===== config.mk =====
export PLATFORM = sky130hd
export DESIGN_NAME = sync_frame_crc16_command_decoder
export DESIGN_NICKNAME = d
export VERILOG_FILES = /design/src/design/sfcd_pkg.sv /design/src/design/sync_frame_crc16_command_decoder.sv
export SDC_FILE = /design/constraint.sdc
export NUM_CORES = 1
export LEC_CHECK = 0
export ABC_AREA = 1
export BUFFER_PORTS_ARGS = -buffer_cell sky130_fd_sc_hd__buf_2
export CORE_MARGIN = 10
export CORE_UTILIZATION = 55
export CTS_CLUSTER_SIZE = 10
export DETAILED_ROUTE_END_ITERATION = 12
export PLACE_DENSITY = 0.73
export SETUP_SLACK_MARGIN = 0.15
export SYNTH_ARGS = -nofsm -noshare
export SYNTH_HDL_FRONTEND = slang
export SYNTH_SLANG_ARGS = --single-unit

===== constraint.sdc =====
create_clock -name clk -period 4.4 [get_ports clk]
set_input_delay 0.88 -clock clk [delete_from_list [all_inputs] [get_ports clk]]
set_output_delay 0.88 -clock clk [all_outputs]
set_load 0.01 [all_outputs]

===== src/design/sfcd_pkg.sv =====
`default_nettype none
// ----------------------------------------------------------------------------
// sfcd_pkg
// Shared types, constants and the crc-16/modbus byte update for the framed
// command decoder.
// ----------------------------------------------------------------------------
package sfcd_pkg;

    localparam int unsigned BUFFER_BYTES_DEFAULT = 512;
    localparam int unsigned HEADER_BYTES = 8;
    localparam int unsigned CRC_BYTES = 2;
    localparam int unsigned PING_PAYLOAD_BYTES = 4;

    localparam logic [15:0] CRC_INIT = 16'hFFFF;
    localparam logic [15:0] CRC_POLY = 16'hA001;

    localparam logic [7:0]  SYNC_FIRST_RESET = 8'hAA;
    localparam logic [7:0]  SYNC_SECOND_RESET = 8'h55;
    localparam logic [7:0]  VERSION_RESET = 8'h01;
    localparam logic [7:0]  PING_TYPE_RESET = 8'h01;
    localparam logic [15:0] MAX_LEN_RESET = 16'd256;

    localparam int unsigned PADDR_W = 5;

    typedef logic [2:0] reg_idx_t;
    localparam reg_idx_t REG_SYNC_FIRST = 3'd0;
    localparam reg_idx_t REG_SYNC_SECOND = 3'd1;
    localparam reg_idx_t REG_VERSION = 3'd2;
    localparam reg_idx_t REG_PING_TYPE = 3'd3;
    localparam reg_idx_t REG_MAX_LEN = 3'd4;

    typedef logic [1:0] status_t;
    localparam status_t STATUS_PENDING = 2'd0;
    localparam status_t STATUS_REJECT = 2'd1;
    localparam status_t STATUS_PING = 2'd2;

    typedef struct packed {
        status_t     status;
        logic [7:0]  msg_type;
        logic [15:0] sequence_num;
        logic [31:0] nonce_value;
    } result_t;

    // one byte through the reflected crc, eight shift steps unrolled
    function automatic logic [15:0] crc_update(input logic [15:0] crc, input logic [7:0] b);
        logic [15:0] c;
        c = crc ^ {8'h00, b};
        for (int i = 0; i < 8; i++) begin
            if (c[0])
                c = (c >> 1) ^ CRC_POLY;
            else
                c = c >> 1;
        end
        return c;
    endfunction

endpackage
`default_nettype wire


===== src/design/sync_frame_crc16_command_decoder.sv =====
`default_nettype none
// a result word is registered into the output register, or into the skid entry while the output is stalled
// throughput: one byte per cycle while in_stall is low; the crc byte update and frame
// tracking are combinational between the frame state registers and the output register
// a two-entry output buffer keeps bytes flowing while one result waits
// reset: asynchronous, clears the frame state and buffers, loads register defaults
// ----------------------------------------------------------------------------
// sync_frame_crc16_command_decoder
// Hunts for a sync pair, gathers header, payload and crc-16/modbus, and
// reports rejected frames and decoded ping commands, one result per byte.
// ----------------------------------------------------------------------------
module sync_frame_crc16_command_decoder #(
    parameter int unsigned BUFFER_BYTES = sfcd_pkg::BUFFER_BYTES_DEFAULT
) (
    input  wire logic                         clk,
    input  wire logic                         rst_n,
    input  wire logic                         in_valid,
    output logic                              in_stall,
    input  wire logic [7:0]                   rx_byte,
    output logic                              out_valid,
    input  wire logic                         out_stall,
    output logic [1:0]                        status,
    output logic [7:0]                        msg_type,
    output logic [15:0]                       sequence_num,
    output logic [31:0]                       nonce_value,
    input  wire logic                         psel,
    input  wire logic                         penable,
    input  wire logic                         pwrite,
    input  wire logic [sfcd_pkg::PADDR_W-1:0] paddr,
    input  wire logic [31:0]                  pwdata,
    output logic [31:0]                       prdata,
    output logic                              pready
);

    localparam int unsigned CNT_W = $clog2(BUFFER_BYTES + 1);
    localparam int unsigned OFF_W = (CNT_W > 16) ? CNT_W : 16;

    // configuration registers
    logic [7:0]  sync_first_reg;
    logic [7:0]  sync_second_reg;
    logic [7:0]  version_cfg_reg;
    logic [7:0]  ping_type_reg;
    logic [15:0] max_len_reg;

    sfcd_pkg::reg_idx_t cfg_idx;
    logic               cfg_write;

    assign pready = 1'b1;
    assign cfg_idx = paddr[4:2];
    assign cfg_write = psel && penable && pwrite && pready;

    always_ff @(posedge clk or negedge rst_n)
    begin
        if (!rst_n)
        begin
            sync_first_reg  <= sfcd_pkg::SYNC_FIRST_RESET;
            sync_second_reg <= sfcd_pkg::SYNC_SECOND_RESET;
            version_cfg_reg <= sfcd_pkg::VERSION_RESET;
            ping_type_reg   <= sfcd_pkg::PING_TYPE_RESET;
            max_len_reg     <= sfcd_pkg::MAX_LEN_RESET;
        end
        else if (cfg_write)
        begin
            case (cfg_idx)
                sfcd_pkg::REG_SYNC_FIRST:  sync_first_reg  <= pwdata[7:0];
                sfcd_pkg::REG_SYNC_SECOND: sync_second_reg <= pwdata[7:0];
                sfcd_pkg::REG_VERSION:     version_cfg_reg <= pwdata[7:0];
                sfcd_pkg::REG_PING_TYPE:   ping_type_reg   <= pwdata[7:0];
                sfcd_pkg::REG_MAX_LEN:     max_len_reg     <= pwdata[15:0];
                default: ;
            endcase
        end
    end

    always_comb
    begin
        case (cfg_idx)
            sfcd_pkg::REG_SYNC_FIRST:  prdata = {24'h0, sync_first_reg};
            sfcd_pkg::REG_SYNC_SECOND: prdata = {24'h0, sync_second_reg};
            sfcd_pkg::REG_VERSION:     prdata = {24'h0, version_cfg_reg};
            sfcd_pkg::REG_PING_TYPE:   prdata = {24'h0, ping_type_reg};
            sfcd_pkg::REG_MAX_LEN:     prdata = {16'h0, max_len_reg};
            default:                   prdata = 32'h0;
        endcase
    end

    // frame state
    logic [CNT_W-1:0] held_reg,     held_next;
    logic [7:0]       first_reg,    first_next;
    logic [7:0]       version_reg,  version_next;
    logic [7:0]       type_reg,     type_next;
    logic [15:0]      seq_reg,      seq_next;
    logic [15:0]      len_reg,      len_next;
    logic [15:0]      crc_reg,      crc_next;
    logic [31:0]      nonce_reg,    nonce_next;
    logic [7:0]       crc_lo_reg,   crc_lo_next;

    sfcd_pkg::result_t res;
    logic              push;
    logic              pop;

    assign push = in_valid && !in_stall;

    always_comb
    begin
        logic [CNT_W-1:0] pos;
        logic [CNT_W-1:0] off;
        logic [15:0]      len_full;
        logic [15:0]      crc_b;

        held_next    = held_reg;
        first_next   = first_reg;
        version_next = version_reg;
        type_next    = type_reg;
        seq_next     = seq_reg;
        len_next     = len_reg;
        crc_next     = crc_reg;
        nonce_next   = nonce_reg;
        crc_lo_next  = crc_lo_reg;
        res          = '0;
        res.status   = sfcd_pkg::STATUS_PENDING;
        off          = held_reg - CNT_W'(sfcd_pkg::HEADER_BYTES);
        len_full     = {rx_byte, len_reg[7:0]};
        crc_b        = sfcd_pkg::crc_update(crc_reg, rx_byte);

        // buffer full: drop everything and restart the hunt with this byte
        if (held_reg >= CNT_W'(BUFFER_BYTES))
        begin
            pos          = '0;
            version_next = '0;
            type_next    = '0;
            seq_next     = '0;
            len_next     = '0;
            crc_next     = sfcd_pkg::CRC_INIT;
            nonce_next   = '0;
            crc_lo_next  = '0;
        end
        else
        begin
            pos = held_reg;
        end

        if (pos == CNT_W'(0))
        begin
            first_next = rx_byte;
            held_next  = CNT_W'(1);
        end
        else if (pos == CNT_W'(1))
        begin
            if (first_reg == sync_first_reg && rx_byte == sync_second_reg)
                held_next = CNT_W'(2);
            else
                first_next = rx_byte;
        end
        else
        begin
            held_next = pos + CNT_W'(1);
            if (pos < CNT_W'(sfcd_pkg::HEADER_BYTES))
            begin
                crc_next = crc_b;
                if (pos == CNT_W'(2))
                    version_next = rx_byte;
                else if (pos == CNT_W'(3))
                    type_next = rx_byte;
                else if (pos == CNT_W'(4))
                    seq_next = {8'h00, rx_byte};
                else if (pos == CNT_W'(5))
                    seq_next = {rx_byte, seq_reg[7:0]};
                else if (pos == CNT_W'(6))
                    len_next = {8'h00, rx_byte};
                else
                begin
                    len_next = len_full;
                    if (version_reg != version_cfg_reg || len_full > max_len_reg)
                    begin
                        res.status = sfcd_pkg::STATUS_REJECT;
                        held_next  = '0;
                    end
                end
            end
            else if (OFF_W'(off) < OFF_W'(len_reg))
            begin
                crc_next = crc_b;
                if (off < CNT_W'(sfcd_pkg::PING_PAYLOAD_BYTES))
                begin
                    case (off[1:0])
                        2'd0:    nonce_next[7:0]   = rx_byte;
                        2'd1:    nonce_next[15:8]  = rx_byte;
                        2'd2:    nonce_next[23:16] = rx_byte;
                        default: nonce_next[31:24] = rx_byte;
                    endcase
                end
            end
            else if (OFF_W'(off) == OFF_W'(len_reg))
            begin
                crc_lo_next = rx_byte;
            end
            else
            begin
                if ({rx_byte, crc_lo_reg} == crc_reg && type_reg == ping_type_reg
                    && len_reg == 16'(sfcd_pkg::PING_PAYLOAD_BYTES))
                begin
                    res.status       = sfcd_pkg::STATUS_PING;
                    res.msg_type     = type_reg;
                    res.sequence_num = seq_reg;
                    res.nonce_value  = nonce_reg;
                end
                else
                begin
                    res.status = sfcd_pkg::STATUS_REJECT;
                end
                held_next = '0;
            end

            // any frame end or rejection clears the held bytes
            if (held_next == '0)
            begin
                first_next   = '0;
                version_next = '0;
                type_next    = '0;
                seq_next     = '0;
                len_next     = '0;
                crc_next     = sfcd_pkg::CRC_INIT;
                nonce_next   = '0;
                crc_lo_next  = '0;
            end
        end
    end

    always_ff @(posedge clk or negedge rst_n)
    begin
        if (!rst_n)
        begin
            held_reg    <= '0;
            first_reg   <= '0;
            version_reg <= '0;
            type_reg    <= '0;
            seq_reg     <= '0;
            len_reg     <= '0;
            crc_reg     <= sfcd_pkg::CRC_INIT;
            nonce_reg   <= '0;
            crc_lo_reg  <= '0;
        end
        else if (push)
        begin
            held_reg    <= held_next;
            first_reg   <= first_next;
            version_reg <= version_next;
            type_reg    <= type_next;
            seq_reg     <= seq_next;
            len_reg     <= len_next;
            crc_reg     <= crc_next;
            nonce_reg   <= nonce_next;
            crc_lo_reg  <= crc_lo_next;
        end
    end

    // output register with a skid entry behind it
    logic              main_valid_reg;
    logic              skid_valid_reg;
    sfcd_pkg::result_t main_reg;
    sfcd_pkg::result_t skid_reg;

    assign pop       = main_valid_reg && !out_stall;
    assign in_stall  = skid_valid_reg;
    assign out_valid = main_valid_reg;

    always_ff @(posedge clk or negedge rst_n)
    begin
        if (!rst_n)
        begin
            main_valid_reg <= 1'b0;
            skid_valid_reg <= 1'b0;
        end
        else
        begin
            if (!main_valid_reg || pop)
            begin
                if (skid_valid_reg)
                begin
                    main_valid_reg <= 1'b1;
                    skid_valid_reg <= push;
                end
                else
                begin
                    main_valid_reg <= push;
                end
            end
            else if (push)
            begin
                skid_valid_reg <= 1'b1;
            end
        end
    end

    always_ff @(posedge clk)
    begin
        if (!main_valid_reg || pop)
        begin
            if (skid_valid_reg)
            begin
                main_reg <= skid_reg;
                if (push)
                    skid_reg <= res;
            end
            else if (push)
            begin
                main_reg <= res;
            end
        end
        else if (push)
        begin
            skid_reg <= res;
        end
    end

    assign status       = main_reg.status;
    assign msg_type     = main_reg.msg_type;
    assign sequence_num = main_reg.sequence_num;
    assign nonce_value  = main_reg.nonce_value;

endmodule
`default_nettype wire


# --- Yosys cells after proc, flatten, opt, wreduce, memory -nomap -nowiden ---
# Index checks and enable logic that the tools add are counted.
word_totals:
  ramBits: 0
  mem_count: 0
  latch_bits: 0
  elab_cells: 203
  regBits: 288
  rom_bits: 0
classes:
  n_eq_ne: 24
  n_reduce_logical: 30
  mul: 0
  magnitude_cmp: 5
  muxes: 107
  n_addsub: 2
  shifts: 0
  n_bitwise: 9
  div_mod_pow: 0
ops:
  columns: ["cell", "count"]
  rows:
  - ["16-bit 2-to-1 mux", 33]
  - ["58-bit 2-to-1 mux", 9]
  - ["32-bit 2-to-1 mux", 7]
  - ["8-bit 2-to-1 mux", 28]
  - ["10-bit 2-to-1 mux", 15]
  - ["56-bit 2-to-1 mux", 2]
  - ["16-bit one-hot mux with 5 select lines", 1]
  - ["10-bit by 3-bit equality test with 1-bit output (second input constant)", 3]
  - ["8-bit equality test", 3]
  - ["2-bit NOT with 3-bit output", 8]
  - ["10-bit by 2-bit equality test with 1-bit output (second input constant)", 2]
  - ["10-bit logical NOT", 2]
  - ["2-bit AND reduction", 9]
  - ["10-bit by 16-bit equality test with 1-bit output", 1]
  - ["16-bit equality test", 1]
  - ["16-bit by 3-bit equality test with 1-bit output (second input constant)", 1]
  - ["16-bit > comparator", 1]
  - ["10-bit by 16-bit less-than comparator with 1-bit output", 1]
  - ["16-bit by 8-bit XOR with 16-bit output", 1]
  - ["10-bit by 1-bit adder with 10-bit output (second input constant)", 1]
  - ["10-bit by 1-bit equality test with 1-bit output (second input constant)", 1]
  - ["10-bit greater-or-equal comparator (second input constant)", 1]
  - ["10-bit by 3-bit less-than comparator with 1-bit output (second input constant)", 1]
  - ["10-bit by 4-bit less-than comparator with 1-bit output (second input constant)", 1]
  - ["23 further kinds", 44]

# --- Longest topological paths before layout ---
# Gate-level depths: netlist (run 1).
logic_depth:
  depth_word: 22
  ltp_mapped: 22
  mapped_depth_nobuf: 22

# --- Worst setup path after synthesis (run 1) ---
# No wires, ideal clock.
synth_path:
  path_kind: "input-to-reg"
  start: "input in_valid"
  end: "register skid_reg[0] (netlist bit) (enable)"
  required_time_ns: 3.926
  slack_ns: 0.120
  cell_stages: 4
  n_path_buf: 2
  arrival_time_ns: 3.806
  cell_sequence: "nand2_1 -> clkbuf_1 -> buf_1 -> nor2_1"
synth_lines:
  columns: ["item", "line_no", "text"]
  rows:
  - ["from (decl)", "sync_frame_crc16_command_decoder.sv:17", "input wire logic in_valid,"]
  - ["to (signal assigned)", "sync_frame_crc16_command_decoder.sv:304", "skid_reg <= res;"]
  - ["to (signal assigned)", "sync_frame_crc16_command_decoder.sv:313", "skid_reg <= res;"]
  - ["to (decl)", "sync_frame_crc16_command_decoder.sv:262", "sfcd_pkg::result_t skid_reg;"]

# --- Worst setup path in the final report (run 1) ---
layout_path:
  start: "register held_reg[3]"
  end: "register crc_lo_reg[2]"
layout_via:
  elab_chain_cells: 16
  word_cells_on_any_way: 33
  classes_between: "add/sub (2); order compare (3); eq/ne (7); mux (19); reduce/logical (2)"
layout_rtl:
  columns: ["item", "line_no", "text"]
  rows:
  - ["from (decl)", "sync_frame_crc16_command_decoder.sv:88", "logic [CNT_W-1:0] held_reg, held_next;"]
  - ["from (signal assigned)", "sync_frame_crc16_command_decoder.sv:246", "held_reg <= held_next;"]
  - ["10-bit greater-or-equal comparator", "sync_frame_crc16_command_decoder.sv:127", "if (held_reg >= CNT_W'(BUFFER_BYTES))"]
  - ["10-bit 2-to-1 mux", "sync_frame_crc16_command_decoder.sv:127", null]
  - ["10-bit by 1-bit adder with 10-bit output", "sync_frame_crc16_command_decoder.sv:157", "held_next = pos + CNT_W'(1);"]
  - ["10-bit 2-to-1 mux", "sync_frame_crc16_command_decoder.sv:174", "if (version_reg != version_cfg_reg || len_full > max_len_reg)"]
  - ["10-bit 2-to-1 mux", "sync_frame_crc16_command_decoder.sv:169", "else if (pos == CNT_W'(6))"]
  - ["10-bit 2-to-1 mux", "sync_frame_crc16_command_decoder.sv:167", "else if (pos == CNT_W'(5))"]
  - ["10-bit 2-to-1 mux", "sync_frame_crc16_command_decoder.sv:165", "else if (pos == CNT_W'(4))"]
  - ["10-bit 2-to-1 mux", "sync_frame_crc16_command_decoder.sv:163", "else if (pos == CNT_W'(3))"]
  - ["10-bit 2-to-1 mux", "sync_frame_crc16_command_decoder.sv:161", "if (pos == CNT_W'(2))"]
  - ["10-bit 2-to-1 mux", "sync_frame_crc16_command_decoder.sv:158", "if (pos < CNT_W'(sfcd_pkg::HEADER_BYTES))"]
  - ["10-bit 2-to-1 mux", "sync_frame_crc16_command_decoder.sv:148", "else if (pos == CNT_W'(1))"]
  - ["10-bit 2-to-1 mux", "sync_frame_crc16_command_decoder.sv:143", "if (pos == CNT_W'(0))"]
  - ["10-bit logical NOT", "sync_frame_crc16_command_decoder.sv:216", "if (held_next == '0)"]
  - ["8-bit 2-to-1 mux", "sync_frame_crc16_command_decoder.sv:216", null]
  - ["8-bit 2-to-1 mux", "sync_frame_crc16_command_decoder.sv:148", null]
  - ["8-bit 2-to-1 mux *", "sync_frame_crc16_command_decoder.sv:143", null]
  - ["to (signal assigned)", "sync_frame_crc16_command_decoder.sv:254", "crc_lo_reg <= crc_lo_next;"]
  - ["to (decl)", "sync_frame_crc16_command_decoder.sv:96", "logic [7:0] crc_lo_reg, crc_lo_next;"]
# Mark *: on every way between the ends. The rest lies on a longest branch, timed or not. The select of a mux whose other input is x is not followed.
# A chain may end at the register's enable or synchronous reset.

==> impl_metrics.tcl, run 1 <==
set metrics [dict create \
    run_status "completed" \
    grt_max_degree 91 \
    drt_iter0_markers 1177 \
    dr_total_vias 14202 \
    antenna_found_initial 0 \
    slew_violations 0 \
    rsz0062_at_grt "false" \
    dp.cells 2457 \
    fin_skew_ns 0.0194 \
    max_freq_mhz 282 \
    dr.pass1.iters 6 \
    ant_nets 0 \
    yosysSeqAreaShare 0.478 \
    total_power_mw 11.5 \
    instances_no_fill 2520 \
    min_path_type "primary input to async pin" \
    design_area_sq_um 18200 \
    tritoncts "done" \
    grt_pass1_vias 13545 \
    globalRouteMet3Util 0.0354 \
    netlist.top_cell.by_area "dfrtp_1" \
    path_class "flip-flop to flip-flop" \
    async_flop_share 0.597 \
    grt_pass1_wl_um 71400 \
    grt_usage 0.237 \
    cts_hold_buf 0 \
    reg2reg_depth 17 \
    worstMarginPinSlew_ns 0.955 \
    critPathMaxStageDelay_ns 0.39 \
    port_buffers 109 \
    crit_end "crc_lo_reg[2]" \
    post_cts_buffers 0 \
    synth_ff_type "dfrtp_1" \
    path_common_cell "nand2_1" \
    cts_resized 0 \
    dieArea_sq_um 37100 \
    setup-tns-final_ns 0 \
    overflow 0 \
    leakagePower_nw 8.64 \
    io_pins 145 \
    largest_reg_flops 58 \
    routed_wl_um 44400 \
    layout_commonest_cell "nand2_1" \
    crit_family "simple AND/OR/NAND/NOR gates" \
    synthDistinctLibCells 54 \
    clockRootBuffer "clkbuf_16" \
    synth_area_leaders "dfrtp_1, edfxtp_1, nand2_1" \
    busiest_layer "met2" \
    dp_hpwl_um 29700 \
    ir_drop_mv 0.393 \
    cp-startpoint "held_reg[3]" \
    yosys_register_bits 288 \
    antennaDiodeCount 0 \
    cts_sinks 288 \
    gp_congestion 0.920 \
    r2r_slack_ns 0.85 \
    timing.rr.start "held_reg[3]" \
    core-area_sq_um 29500 \
    cp-end-kind "flip-flop" \
    path_max_fanout 21 \
    post-route-period-util 0.806 \
    worst_path_max_delay_cell "dfrtp_1" \
    path_depth 17 \
    worst-path-buf-inv 3 \
    layout-drive-gt1-share 0.124 \
    pwr_density_cell_nw_per_um2 629 \
    clk_path_buf_depth 3 \
    nets 2187 \
    finalHoldViolations 0 \
    synth_top_area_share 0.222 \
    cts_buffers 35 \
    die_w_um 193 \
    syn_avg_cell_area_sq_um 8.02 \
    slew_headroom 0.358 \
    grt_util_met2 0.383 \
    insertion_delay_ns 0.52 \
    crit_required_ns 4.82 \
    maxCapViolCount 0 \
    final_cell_mix "nand2_1, nor2_1, inv_1" \
    placed_area_sq_um 17200 \
    cts_htree_levels 2 \
    layout-area-overhead-vs-synth_pct 11.2 \
    r2r_end "crc_lo_reg[2]" \
    syn_inst 2043 \
    grtUsageMet1 0.319 \
    row_count 63 \
    path_cells "inv_2, ha_1, nand2_1, nor3_1, xor2_1, ha_1, nand2_1, nor3_1, nand2_1, nand2_2, nand2_1, buf_4, nor2_1, inv_1, o21ai_0, nand3_1, a22oi_1" \
    path_clk_slew_ns 0.06 \
    ys_warn_count 0 \
    post-route-util 0.618 \
    syn_area_sq_um 16400 \
    period_needed_ns 3.55 \
    worst_ep_arrival_time_ns 3.97 \
    cp-start-kind "flip-flop" \
    routedWlPerCell_um 17.6 \
    drt-vias-per-instance 5.64 \
    drc_errors 0 \
    synth_enable_flop_cells 116 \
    start_util 0.556 \
    die_y_um 193 \
    finalSetupViolCount 0 \
]
==> metal layers <==
metal	vias up	wire length, um
met5	-	0
li1	6870	-
met3	84	2950
met4	0	1490
met2	539	20400
met1	6709	19600
==> report_power, final <==
part           leakage (nW)  internal, mW  switching (mW)
Combinational          4.96          1.60            3.27
Clock                 0.494          1.54            1.10
Sequential             3.19          3.52           0.423
==> kinds of logic after synthesis <==
logic type | Yosys count | share of synthesized area
compound gates | 372 | 0.136
xor+xnor | 67 | 0.0358
fa+ha+maj | 31 | 0.0237
buf+inv | 344 | 0.0876
flops | 288 | 0.478
other cells | 2 | 0.000459
simple gates | 939 | 0.238
==> synthesized netlist by cell type (all sizes together) (2+ instances only) <==
master and count:
o31ai 14, inv 206, buf 49, nor2 205, nand4 16, a22oi 77
clkinv 2, nand3 151, xor2 26, edfxtp 116, ha 31, o2111ai 4
dfstp 27, nor3b 2, a21oi 96, dfrtp 145, o211ai 2, nor4 5
nand2 530, clkbuf 87, xnor2 41, conb 2, o21ai 141, nor3 18
a31oi 9, nand3b 3, o32ai 15, o21a 3, a221o 4, or2 6
==> worst reg2reg max path, stage by stage (launching register included) <==
cell and delay, ns:
dfrtp_1 0.39, inv_2 0.16, ha_1 0.20, nand2_1 0.09, nor3_1 0.18, xor2_1 0.12
ha_1 0.31, nand2_1 0.08, nor3_1 0.30, nand2_1 0.11, nand2_2 0.17, nand2_1 0.10
buf_4 0.22, nor2_1 0.27, inv_1 0.26, o21ai_0 0.22, nand3_1 0.10, a22oi_1 0.19
==> through the flow <==
step	worst slack, ns	hold WS (ns)
after floorplan	1.09	0.449
after global placement	1.02	0.462
after CTS	0.895	0.439
after detailed placement	0.884	0.465
final	0.854	0.391
after global routing	0.539	0.473
==> worst min-delay path by stage <==
stage                      startpoint            end  depth (start not counted)
after floorplan           len_reg[14]    len_reg[14]                          2
after global placement     seq_reg[7]     seq_reg[7]                          2
after detailed placement   seq_reg[3]     seq_reg[3]                          2
after CTS                       rst_n  nonce_reg[18]                          1
after global routing            rst_n  nonce_reg[21]                          1
final                           rst_n  nonce_reg[21]                          1
==> final cells by class <==
type,count,area [sq um]
fillers,2603,11300
well taps,390,488
inverters,208,781
clock buffers,59,997
multi-input cells,1426,7230
clock inverters,4,33.8
repair buffers,145,860
flip-flops and latches,288,7820
(Power assumes the default switching activity.)
==> run 2: changes to the inputs <==
--- a/config.mk
+++ b/config.mk
@@ -5,10 +5,10 @@
 export SDC_FILE = /design/constraint.sdc
 export NUM_CORES = 1
 export LEC_CHECK = 0
-export ABC_AREA = 1
+export ABC_AREA = 0
 export BUFFER_PORTS_ARGS = -buffer_cell sky130_fd_sc_hd__buf_2
 export CORE_MARGIN = 10
-export CORE_UTILIZATION = 55
+export CORE_UTILIZATION = 54
 export CTS_CLUSTER_SIZE = 10
 export DETAILED_ROUTE_END_ITERATION = 12
 export PLACE_DENSITY = 0.73
==> constraint.sdc (replaced) <==
create_clock -name clk -period 2.88 [get_ports clk]
set_input_delay 0.576 -clock clk [delete_from_list [all_inputs] [get_ports clk]]
set_output_delay 0.576 -clock clk [all_outputs]
set_load 0.01 [all_outputs]
==> run 2 against run 1 <==
  * The run now ends with negative setup slack left
  * Area after synthesis shrank 14%
  * Sequential share of layout area grew 1.3 points
  * Routed wire length shrank 17%
  * First-iteration DRC count shrank 36%
  * Flip-flop and latch count is the same
  * Total power grew 19%
  * Worst setup slack lost 1.2 ns
  * Die area shrank 11%
  * Design area shrank 3.0%
  * Combinational power shrank 11%
  * Non-clock buffer count grew 105
  * Worst hold slack lost 0.35 ns
  * Highest routed layer unchanged
==> impl_metrics.tcl, run 2 <==
set metrics [dict create \
    layout-area-overhead-vs-synth_pct 25.3 \
    yosysSeqAreaShare 0.555 \
    cts_buffers 35 \
    pwr_density_cell_nw_per_um2 773 \
    insertion_delay_ns 0.53 \
    dp.cells 1683 \
    dieArea_sq_um 33000 \
    crit_family "simple AND/OR/NAND/NOR gates" \
    path_cells "or3_4, o31ai_4, nand2_1, ha_2, a211oi_2, o21a_1, o211ai_1, and3_4, and3_4, clkbuf_16, and2_1, mux2_2" \
    crit_required_ns 3.15 \
    gp_congestion 0.951 \
    ys_warn_count 0 \
    path_max_fanout 14 \
    tritoncts "done" \
    largest_reg_flops 58 \
    slew_headroom 0.347 \
    grt_pass1_wl_um 56600 \
    post-route-period-util 1.12 \
    instances_no_fill 1775 \
    cp-startpoint "held_reg[6]" \
    ir_drop_mv 0.608 \
    final-seq-area_sq_um 7820 \
    synth_top_area_share 0.257 \
    synth_ff_type "dfrtp_1" \
    violations "negative setup slack" \
    drt_iter0_markers 759 \
    fillers 1824 \
    worstMarginPinSlew_ns 0.980 \
    maxCapViolCount 0 \
    finalHoldViolations 0 \
    worst_ep_arrival_time_ns 3.49 \
    slew_violations 0 \
    max_freq_mhz 310 \
    total_power_mw 13.7 \
    antenna_found_initial 0 \
    layout_commonest_cell "dfrtp_1" \
    start_util 0.544 \
    cp-end-kind "flip-flop" \
    path_class "flip-flop to flip-flop" \
    cts_sinks 288 \
    multi_input_area_sq_um 6210 \
    core-area_sq_um 25900 \
    routed_wl_um 36800 \
    leakagePower_nw 7.42 \
    yosys-top-cells-count "dfrtp_1, edfxtp_1, inv_1" \
    synthDistinctLibCells 77 \
    path_clk_slew_ns 0.05 \
    cts_htree_levels 2 \
    final_cell_mix "dfrtp_1, edfxtp_1, buf_4" \
    timing.rr.start "held_reg[6]" \
    drt-vias-per-instance 5.75 \
    post-place-ws_ns -0.389 \
    worst-path-buf-inv 1 \
    ant_nets 0 \
    antennaDiodeCount 0 \
    syn_avg_cell_area_sq_um 11.9 \
    setup-tns-final_ns -45.15 \
    layout-drive-gt1-share 0.388 \
    worst_path_max_delay_cell "dfrtp_1" \
    yosys_register_bits 288 \
    port_buffers 109 \
    drc_errors 0 \
    async_flop_share 0.597 \
    nets 1497 \
    rsz0062_at_grt "true" \
    cts_hold_buf 0 \
    path_common_cell "and3_4" \
    dr_total_vias 10206 \
    fin_skew_ns 0.0176 \
    dp_hpwl_um 24700 \
    finalSetupViolCount 235 \
    grt_usage 0.210 \
    run_status "complete, but fails checks" \
    die_y_um 182 \
    synth_enable_flop_cells 116 \
    die_w_um 182 \
    syn_area_sq_um 14100 \
    row_count 59 \
    cp-start-kind "flip-flop" \
    routedWlPerCell_um 20.8 \
    critPathMaxStageDelay_ns 0.42 \
    period_needed_ns 3.22 \
    overflow 0 \
    grt_pass1_vias 10198 \
    syn_inst 1185 \
    clockRootBuffer "clkbuf_16" \
    dr.pass1.iters 5 \
    min_path_type "primary input to async pin" \
    yosysMostFrequentCell "dfrtp_1" \
    postLayoutSetupSlackWorst_ns -0.344 \
    post-route-util 0.682 \
    synth_area_leaders "dfrtp_1, edfxtp_1, mux2_2" \
    netlist.top_cell.by_area "dfrtp_1" \
    clk_path_buf_depth 3 \
    grt_max_degree 68 \
    io_pins 145 \
]
-- run 2: where the power goes --
part	internal [mW]	switching (mW)
clock	2.35	1.69
sequential	4.88	0.423
combinational	1.92	2.39
-- run 2: cell type report --
cell class,instances,area share
clock buffers,58,0.0556
well taps,335,0.0237
repair buffers,250,0.103
multi-input cells,746,0.352
inverters,93,0.0198
flip-flops and latches,288,0.443
clock inverters,5,0.00368
-- run 2: timing repair --
| action | in CTS | in global routing |
|---|---|---|
| buffers inserted | 17 | 10 |
| setup endpoints to repair | 238 | 238 |
| gates cloned | 0 | 2 |
| gates resized for setup | 50 | 127 |
| pin swaps | 57 | 58 |
-- run 2: cell families (layout without fill, tap and decap cells) --
kind of cell | Yosys count | count (layout) | synth area share
compound gates | 228 | 228 | 0.119
buf+inv | 166 | 406 | 0.0531
fa+ha+maj | 31 | 31 | 0.0275
mux | 108 | 108 | 0.0848
other cells | 2 | 17 | 0.000533
flops | 288 | 288 | 0.555
simple gates | 284 | 284 | 0.112
xor+xnor | 78 | 78 | 0.0484
-- run 2: worst reg2reg max path, delay by kind of cell, from the launching register on --
kind / cells / cell delay [ns]
AO/OA/AOI/OAI: 4 / 0.79
adder cells (fa/ha/maj): 1 / 0.20
buffers and inverters: 1 / 0.20
flip-flops: 1 / 0.42
multiplexers: 1 / 0.26
AND/OR/NAND/NOR: 5 / 1.11
-- run 2: path summary, 6_finish.rpt --
| check | depth (start not counted) | endpoint | slack [ns] |
|---|---|---|---|
| hold / removal | 1 | sync_first_reg[0] | 0.04 |
| min in group clk | 3 | max_len_reg[15] | 0.26 |
| max in group asynchronous | 2 | max_len_reg[8] | 2.04 |
| hold reg to reg | 1 | seq_reg[9] | 0.49 |
| setup reg to reg | 12 | nonce_value[13] | -0.34 |
| setup / recovery | 12 | nonce_value[13] | -0.34 |
-- run 2: stage by stage --
stage | cell area, sq um | hold WS [ns]
2_1_floorplan | 14200 | 0.280
4_1_cts | 17100 | 0.0554
3_5_place_dp | 15700 | 0.472
5_1_grt | 17700 | 0.0783
6_report | 17700 | 0.0409
3_3_place_gp | 15700 | 0.466
-- run 2: metal layers --
metal	GRT usage	vias to the layer above	share of wire
met2	0.344	351	0.49
li1	-	4684	-
met4	0.0602	0	0.023
met5	0	-	0
met3	0.0370	70	0.062
met1	0.280	5101	0.42
